--- config.mk ---
export PLATFORM = sky130hd
export DESIGN_NAME = hrv_tds_ctrl
export DESIGN_NICKNAME = d
export VERILOG_FILES = /design/src/design/hrv_tds_pkg.sv /design/src/design/hrv_tds_ctrl.sv
export SDC_FILE = /design/constraint.sdc
export NUM_CORES = 1
export LEC_CHECK = 0
export BUFFER_PORTS_ARGS = -buffer_cell sky130_fd_sc_hd__buf_2
export CORE_MARGIN = 5
export CORE_UTILIZATION = 52
export CTS_CLUSTER_DIAMETER = 120
export DETAILED_ROUTE_END_ITERATION = 7
export PLACE_DENSITY = 0.85
export SLEW_MARGIN = 20
export SYNTH_ARGS = -nofsm -noshare
export SYNTH_HDL_FRONTEND = slang
export SYNTH_SLANG_ARGS = --single-unit
--- constraint.sdc ---
create_clock -name clk_i -period 2.65 [get_ports clk_i]
set_clock_uncertainty 0.15 [all_clocks]
set_input_delay 0.1325 -clock clk_i [delete_from_list [all_inputs] [get_ports clk_i]]
set_output_delay 0.1325 -clock clk_i [all_outputs]
set_load 0.02 [all_outputs]
--- src/design/hrv_tds_pkg.sv ---
// Shared constants, command and status types for the HRV statistics block.
// No dependencies; used by the controller, the datapath and the top level.
package hrv_tds_pkg;

  localparam int unsigned MAX_INTERVALS_DEF  = 65535;
  localparam int unsigned INTERVAL_WIDTH_DEF = 16;

  localparam int unsigned COUNT_W = 16;
  localparam int unsigned SUM_W   = 32;
  localparam int unsigned SQ_W    = 48;
  localparam int unsigned THR_W   = 10;
  localparam int unsigned OUT_W   = 24;
  localparam int unsigned PNN_W   = 15;
  localparam int unsigned ADDR_W  = 3;
  localparam int unsigned DATA_W  = 32;

  localparam logic [THR_W-1:0]  THR_RESET = 10'd18;
  localparam logic [ADDR_W-1:0] ADDR_THR  = 3'd0;

  typedef enum logic [1:0] {
    DIV_MEAN = 2'd0,
    DIV_SD   = 2'd1,
    DIV_RM   = 2'd2,
    DIV_PN   = 2'd3
  } div_src_e;

  typedef enum logic [2:0] {
    MUL_N_QLO = 3'd0,
    MUL_N_QHI = 3'd1,
    MUL_S_S   = 3'd2,
    MUL_N_NM1 = 3'd3,
    MUL_NN_K  = 3'd4
  } mul_sel_e;

  typedef enum logic [1:0] {
    ACC_HOLD   = 2'd0,
    ACC_LOAD   = 2'd1,
    ACC_ADD_HI = 2'd2,
    ACC_SUB    = 2'd3
  } acc_op_e;

  typedef struct packed {
    logic     capture;
    logic     step_iv;
    logic     step_acc;
    acc_op_e  acc_op;
    mul_sel_e mul_sel;
    logic     div_start;
    div_src_e div_src;
    logic     sqrt_start;
    logic     wr_mean;
    logic     wr_sdnn;
    logic     zero_sdnn;
    logic     wr_rmssd;
    logic     wr_pnn;
    logic     out_load;
    logic     clear;
  } cmd_t;

  typedef struct packed {
    logic last;
    logic too_few;
    logic neg;
    logic div_busy;
    logic sqrt_busy;
  } status_t;

endpackage

--- src/design/hrv_tds_ctrl.sv ---
// Sequencing state machine of the HRV statistics block.
// Depends on hrv_tds_pkg; drives the datapath through cmd_t.
module hrv_tds_ctrl (
  input  logic                clk_i,
  input  logic                rst_ni,
  input  logic                in_valid_i,
  output logic                in_stall_o,
  output logic                out_valid_o,
  input  logic                out_stall_i,
  input  hrv_tds_pkg::status_t status_i,
  output hrv_tds_pkg::cmd_t    cmd_o
);

  typedef enum logic [15:0] {
    S_IDLE    = 16'h0001,
    S_IV      = 16'h0002,
    S_ACC     = 16'h0004,
    S_CHECK   = 16'h0008,
    S_MEAN    = 16'h0010,
    S_MUL_HI  = 16'h0020,
    S_MUL_SS  = 16'h0040,
    S_MUL_NN  = 16'h0080,
    S_SD_LOAD = 16'h0100,
    S_SD_DIV  = 16'h0200,
    S_SD_SQ   = 16'h0400,
    S_RM_DIV  = 16'h0800,
    S_RM_SQ   = 16'h1000,
    S_PN_LOAD = 16'h2000,
    S_PN_DIV  = 16'h4000,
    S_OUT     = 16'h8000
  } state_e;

  state_e state_q, state_d;
  logic   out_valid_q, out_valid_d;

  always_comb begin
    state_d     = state_q;
    out_valid_d = out_valid_q;
    cmd_o       = '0;
    if (out_valid_q && !out_stall_i) begin
      out_valid_d = 1'b0;
    end
    unique case (state_q)
      S_IDLE: begin
        if (in_valid_i) begin
          cmd_o.capture = 1'b1;
          state_d       = S_IV;
        end
      end
      S_IV: begin
        cmd_o.step_iv = 1'b1;
        state_d       = S_ACC;
      end
      S_ACC: begin
        cmd_o.step_acc = 1'b1;
        state_d        = status_i.last ? S_CHECK : S_IDLE;
      end
      S_CHECK: begin
        if (status_i.too_few) begin
          state_d = S_OUT;
        end else begin
          cmd_o.div_start = 1'b1;
          cmd_o.div_src   = hrv_tds_pkg::DIV_MEAN;
          state_d         = S_MEAN;
        end
      end
      S_MEAN: begin
        cmd_o.mul_sel = hrv_tds_pkg::MUL_N_QLO;
        if (!status_i.div_busy) begin
          cmd_o.wr_mean = 1'b1;
          state_d       = S_MUL_HI;
        end
      end
      S_MUL_HI: begin
        cmd_o.acc_op  = hrv_tds_pkg::ACC_LOAD;
        cmd_o.mul_sel = hrv_tds_pkg::MUL_N_QHI;
        state_d       = S_MUL_SS;
      end
      S_MUL_SS: begin
        cmd_o.acc_op  = hrv_tds_pkg::ACC_ADD_HI;
        cmd_o.mul_sel = hrv_tds_pkg::MUL_S_S;
        state_d       = S_MUL_NN;
      end
      S_MUL_NN: begin
        cmd_o.acc_op  = hrv_tds_pkg::ACC_SUB;
        cmd_o.mul_sel = hrv_tds_pkg::MUL_N_NM1;
        state_d       = S_SD_LOAD;
      end
      S_SD_LOAD: begin
        // A negative variance from saturated sums leaves SDNN at zero.
        cmd_o.zero_sdnn = 1'b1;
        cmd_o.div_start = 1'b1;
        if (status_i.neg) begin
          cmd_o.div_src = hrv_tds_pkg::DIV_RM;
          state_d       = S_RM_DIV;
        end else begin
          cmd_o.div_src = hrv_tds_pkg::DIV_SD;
          state_d       = S_SD_DIV;
        end
      end
      S_SD_DIV: begin
        if (!status_i.div_busy) begin
          cmd_o.sqrt_start = 1'b1;
          state_d          = S_SD_SQ;
        end
      end
      S_SD_SQ: begin
        if (!status_i.sqrt_busy) begin
          cmd_o.wr_sdnn   = 1'b1;
          cmd_o.div_start = 1'b1;
          cmd_o.div_src   = hrv_tds_pkg::DIV_RM;
          state_d         = S_RM_DIV;
        end
      end
      S_RM_DIV: begin
        if (!status_i.div_busy) begin
          cmd_o.sqrt_start = 1'b1;
          state_d          = S_RM_SQ;
        end
      end
      S_RM_SQ: begin
        cmd_o.mul_sel = hrv_tds_pkg::MUL_NN_K;
        if (!status_i.sqrt_busy) begin
          cmd_o.wr_rmssd = 1'b1;
          state_d        = S_PN_LOAD;
        end
      end
      S_PN_LOAD: begin
        cmd_o.div_start = 1'b1;
        cmd_o.div_src   = hrv_tds_pkg::DIV_PN;
        state_d         = S_PN_DIV;
      end
      S_PN_DIV: begin
        if (!status_i.div_busy) begin
          cmd_o.wr_pnn = 1'b1;
          state_d      = S_OUT;
        end
      end
      S_OUT: begin
        if (!out_valid_q || !out_stall_i) begin
          cmd_o.out_load = 1'b1;
          cmd_o.clear    = 1'b1;
          out_valid_d    = 1'b1;
          state_d        = S_IDLE;
        end
      end
      default: begin
        state_d = S_IDLE;
      end
    endcase
  end

  always_ff @(posedge clk_i or negedge rst_ni) begin
    if (!rst_ni) begin
      state_q     <= S_IDLE;
      out_valid_q <= 1'b0;
    end else begin
      state_q     <= state_d;
      out_valid_q <= out_valid_d;
    end
  end

  assign in_stall_o  = (state_q != S_IDLE);
  assign out_valid_o = out_valid_q;

endmodule

* Word-level counts from Yosys, hierarchy flattened
Index checks and enable logic that the tools add are counted.
Widths: inputs -> output; s select.
** Operators by class
- Eq/ne operators :: 25
- Multiplexer cells :: 35
- Reductions and logical operators :: 6
** Operators with widths (count)
- $pmux 16 s16 :: 1
- $mux 16 :: 9
- $pmux 3 s4 :: 2
- $eq 16x1->1 const B :: 1
- $eq 16x10->1 const B :: 1
- $eq 16x11->1 const B :: 1
- $eq 16x12->1 const B :: 1
- $eq 16x13->1 const B :: 1
- $eq 16x14->1 const B :: 1
- $eq 16x15->1 const B :: 1
- $eq 16x16->1 const B :: 1
- $eq 16x2->1 const B :: 1
- $eq 16x3->1 const B :: 1
- $eq 16x4->1 const B :: 1
- $eq 16x5->1 const B :: 1
- $eq 16x6->1 const B :: 1
- $eq 16x7->1 const B :: 1
- $eq 16x8->1 const B :: 1
- $eq 16x9->1 const B :: 1
- $ne 16x1->1 const B :: 1
- $ne 2x2->1 const B :: 8
- $mux 1 :: 15
- $mux 12 :: 1
- $reduce_and 8->1 :: 1
- 8 further kinds :: 12
** Storage, ports and cells
- Register bits after elaboration :: 17
- Input port bits :: 9
- Output and inout bits :: 21
- Logic and storage cells :: 68

* Logic depth before layout (Yosys ltp)
- Depth after elaboration :: 5
- Depth in mapped cells :: 9
- Mapped depth without buffers :: 7

* Worst setup path before layout
Ideal clock, no wire load.
- Path type :: flip-flop to output port
- From :: register state_q[8]
- To :: output cmd_o[18] (netlist bit)
- Data arrival time :: 1.995 ns
- Required time :: 2.368 ns
- Setup slack :: 0.373 ns
- Stages on the path, launching flop included :: 6
- Buffers on the path :: 1
- Cell sequence :: dfrtp_1 -> buf_2 -> nor4_4 -> nand3_2 -> or4b_4 -> nor2_1
** RTL lines
- start: declaration :: line hrv_tds_ctrl.sv:33 : state_e state_q, state_d;
- start signal: assignment :: line hrv_tds_ctrl.sv:158 : state_q <= state_d;
- end: declaration :: line hrv_tds_ctrl.sv:11 : output hrv_tds_pkg::cmd_t cmd_o

==> results.py <==
metrics = {
    "power": {
        "power_frac_seq_pct": 38.0,
        "power_frac_clock_pct": 16.5,
        "combPwrFrac_pct": 45.5,
        "p_per_area_nw_per_um2": 592.1,
        "p_int_w": 0.0005065,
        "ir_drop_uv": 439.3,
        "p_leak_nw": 0.7589,
        "swShare_pct": 43.35,
        "p_sw_w": 0.0003877,
    },
    "sta": {
        "period_share_pct": 96.76,
        "finalCriticalPeriod_ns": 2.564,
        "finalHoldViolCount": 0,
        "fin_tns_setup_ns": 0,
        "max_freq_mhz": 390.0,
        "setup_viol": 0,
        "tightest_slew_ns": 0.5517,
        "drv_slew": 0,
        "slew-limit-headroom_pct": 62.70,
    },
    "floorplanning": {
        "floorplan.die.width_um": 57.86,
        "dieArea_um2": 3348,
        "fp-row-count": 17,
        "die_h_um": 57.86,
        "start_util_pct": 54.37,
        "io_pins": 30,
        "core_um2": 2191,
    },
    "setup_path": {
        "worstSetupEndpointType": "primary output",
        "cpPeakStageDelay_ns": 0.57,
        "criticalPathCategory": "register to primary output",
        "ff2ff_path_depth": 6,
        "cp_cell_sequence": "nor4_4, nand3_2, or4b_4, nor2_1, buf_2",
        "crit_slowest_cell": "or4b_4",
        "required_ns": 2.37,
        "critPathArrivalTime_ns": 2.28,
        "cp-start-kind": "register",
        "critPathMaxFanout": 7,
    },
    "detailed_routing": {
        "firstDrtPassIters": 4,
        "wirelength_mm": 3.200,
        "drt_iter0_drc": 49,
        "num_vias": 1273,
        "post_drt_wl_per_cell_um": 15.61,
        "via_per_inst": 6.210,
        "drc_errors": 0,
        "ant_nets": 0,
    },
    "final_layout": {
        "areaGrowthSynthToFinish_pct": 26.79,
        "layout_common_cells": "buf_2 (29), nand2_1 (18), nor2_1 (15), dfrtp_1 (15)",
        "finalInstanceArea_um2": 1510,
        "antenna_cells": 0,
        "drive_gt1_share_pct": 31.64,
        "final_common_cell": "buf_2",
        "n_fill_cell": 175,
        "multi_input_area_um2": 720.7,
        "register_area_um2": 427.9,
        "nets": 187,
    },
    "clock_tree": {
        "cts.clk_slew.worst_paths_ns": 0.10,
        "cts_tree": "done",
        "clockRootBuffer": "clkbuf_4",
        "cts-buffers-inserted": 3,
        "worstSkewPairLatency_ns": 0.30,
        "cts-htree-levels": 1,
        "clockBufferDepth": 2,
        "cts_num_sinks": 17,
    },
    "global_route": {
        "grt_pass1_wl_mm": 5.188,
        "grt_pass1_vias": 1213,
        "grt_max_degree": 18,
        "overflow": 0,
        "grt_use_total_pct": 19.59,
        "antenna_found_initial": 0,
    },
    "logic_synthesis": {
        "synth_top_family_by_area": "simple AND/OR/NAND/NOR gates",
        "avgSynthCellArea_um2": 8.956,
        "synthSimpleGateAreaFrac_pct": 43.38,
        "ys_top_cells_by_area": "dfrtp_1 (34%), nor4_4 (7.1%), nand2_1 (5.7%)",
        "synth_mux_area_share_pct": 0.9454,
        "synthAdderAreaFrac_pct": 0,
        "ys.flop_type": "dfrtp_1",
        "synth_compound_area_share_pct": 13.87,
        "synth_seq_cells": 17,
        "synth_warnings": 0,
        "synth_cell_types": 43,
        "syn_inst": 133,
        "synth_fp_nets": 142,
        "synth_edf_count": 0,
        "synth_xor_xnor_area_share_pct": 2.206,
        "synth.cell_area_um2": 1191,
        "synth_seq_area_share_pct": 35.82,
        "synthArstFlopShare_pct": 100.0,
        "synth_top_cell_area_share_pct": 33.61,
        "yosys.area.top_type": "dfrtp_1",
    },
    "worst_hold_path": {
        "hp-class": "input port to async pin",
    },
    "status": {
        "status": "completed",
    },
    "placement": {
        "place_congestion": 0.8659,
        "place_area_um2": 1341,
        "hpwl_mm": 2.275,
        "io_buffer_count": 29,
    },
    "flow_run": {
        "drv_cap": 0,
    },
}
layer usage:
metal | track usage (%) | share of wire, %
met5 | 0 | 0
met4 | 9.934 | 2.5
met3 | 2.673 | 6.0
met2 | 33.87 | 50
met1 | 23.59 | 42
power by group through the flow:
stage	combinational [W]	clock, W	sequential (W)
floorplan	0.000322	0	0.000321
global placement	0.000374	0	0.000339
detailed placement	0.000381	0	0.000343
CTS	0.000395	0.000149	0.000338
global route	0.000446	0.000160	0.000342
finish	0.000407	0.000148	0.000340
synthesized netlist by cell type (2+ instances only):
cell,n
nand2_1,18
dfrtp_1,16
nor2_1,15
nor4b_1,7
a21oi_1,6
nor2b_1,5
nand2b_1,4
nor3_1,4
nor4_4,4
buf_2,3
inv_1,3
nand3_1,3
nand4_1,3
nor4_1,3
o21ai_0,3
a32oi_1,2
and2_1,2
and3_1,2
buf_4,2
o22ai_1,2
o32ai_1,2
or2_1,2
xnor2_1,2
metrics by stage:
step / setup WS [ns] / hold slack, ns / utilization (%) / cells / power (W)
after floorplan: 0.3728 / -0.3131 / - / 133 / 0.0006434
after global placement: 0.3818 / -0.07670 / 61.22 / 185 / 0.0007130
after detailed placement: 0.3173 / -0.06819 / 61.22 / 185 / 0.0007237
after CTS: 0.02570 / 0.1321 / 67.10 / 200 / 0.0008824
after global routing: -0.02059 / 0.1868 / 68.93 / 205 / 0.0009476
final: 0.08597 / 0.1183 / 68.93 / 205 / 0.0008942
kinds of logic (layout without fill, tap and decap cells):
group / count (synthesis) / in the layout
and+or+nand+nor: 80 / 80
DFF: 17 / 17
AOI/OAI and AO/OA: 23 / 23
xor gates and xnor gates: 3 / 3
muxes: 1 / 1
buffers and inverters: 9 / 53
final cells by class:
type | count | area share [%]
Sequential cell | 17 | 28.33
Multi-Input combinational cell | 107 | 47.72
Tap cell | 28 | 2.320
Clock buffer | 4 | 1.740
Timing Repair Buffer | 45 | 18.89
Inverter | 4 | 0.9942
worst max-delay path, delay by kind of cell, from the launching register on:
kind / cells / cell delay, ns
flops: 1 / 0.49
buf+inv: 1 / 0.17
simple gates: 4 / 1.32
what timing repair did:
item,4_1_cts,5_1_grt
pin swaps,2,2
setup endpoints to repair,1,5
resized for setup,0,2
buffers inserted,3,5
hold buffers,8,0
endpoints found under the hold margin,26,0
sequential cells by signal, indices dropped and copies added (netlist names):
signal and cells:
out_valid_o 1, state_q 16
worst paths after layout:
path | startpoint | to | slack (ns)
max in group asynchronous | rst_ni | state_q[0] | 1.91
min in group clk_i | status_i[2] | state_q[9] | 0.39
worst min register to register | state_q[4] | state_q[6] | 0.46
worst max-delay path | state_q[8] | cmd_o[18] | 0.09
worst min-delay path | rst_ni | state_q[10] | 0.12
worst max register to register | state_q[2] | state_q[11] | 0.34
No activity file was read; power rests on OpenSTA's default activity.
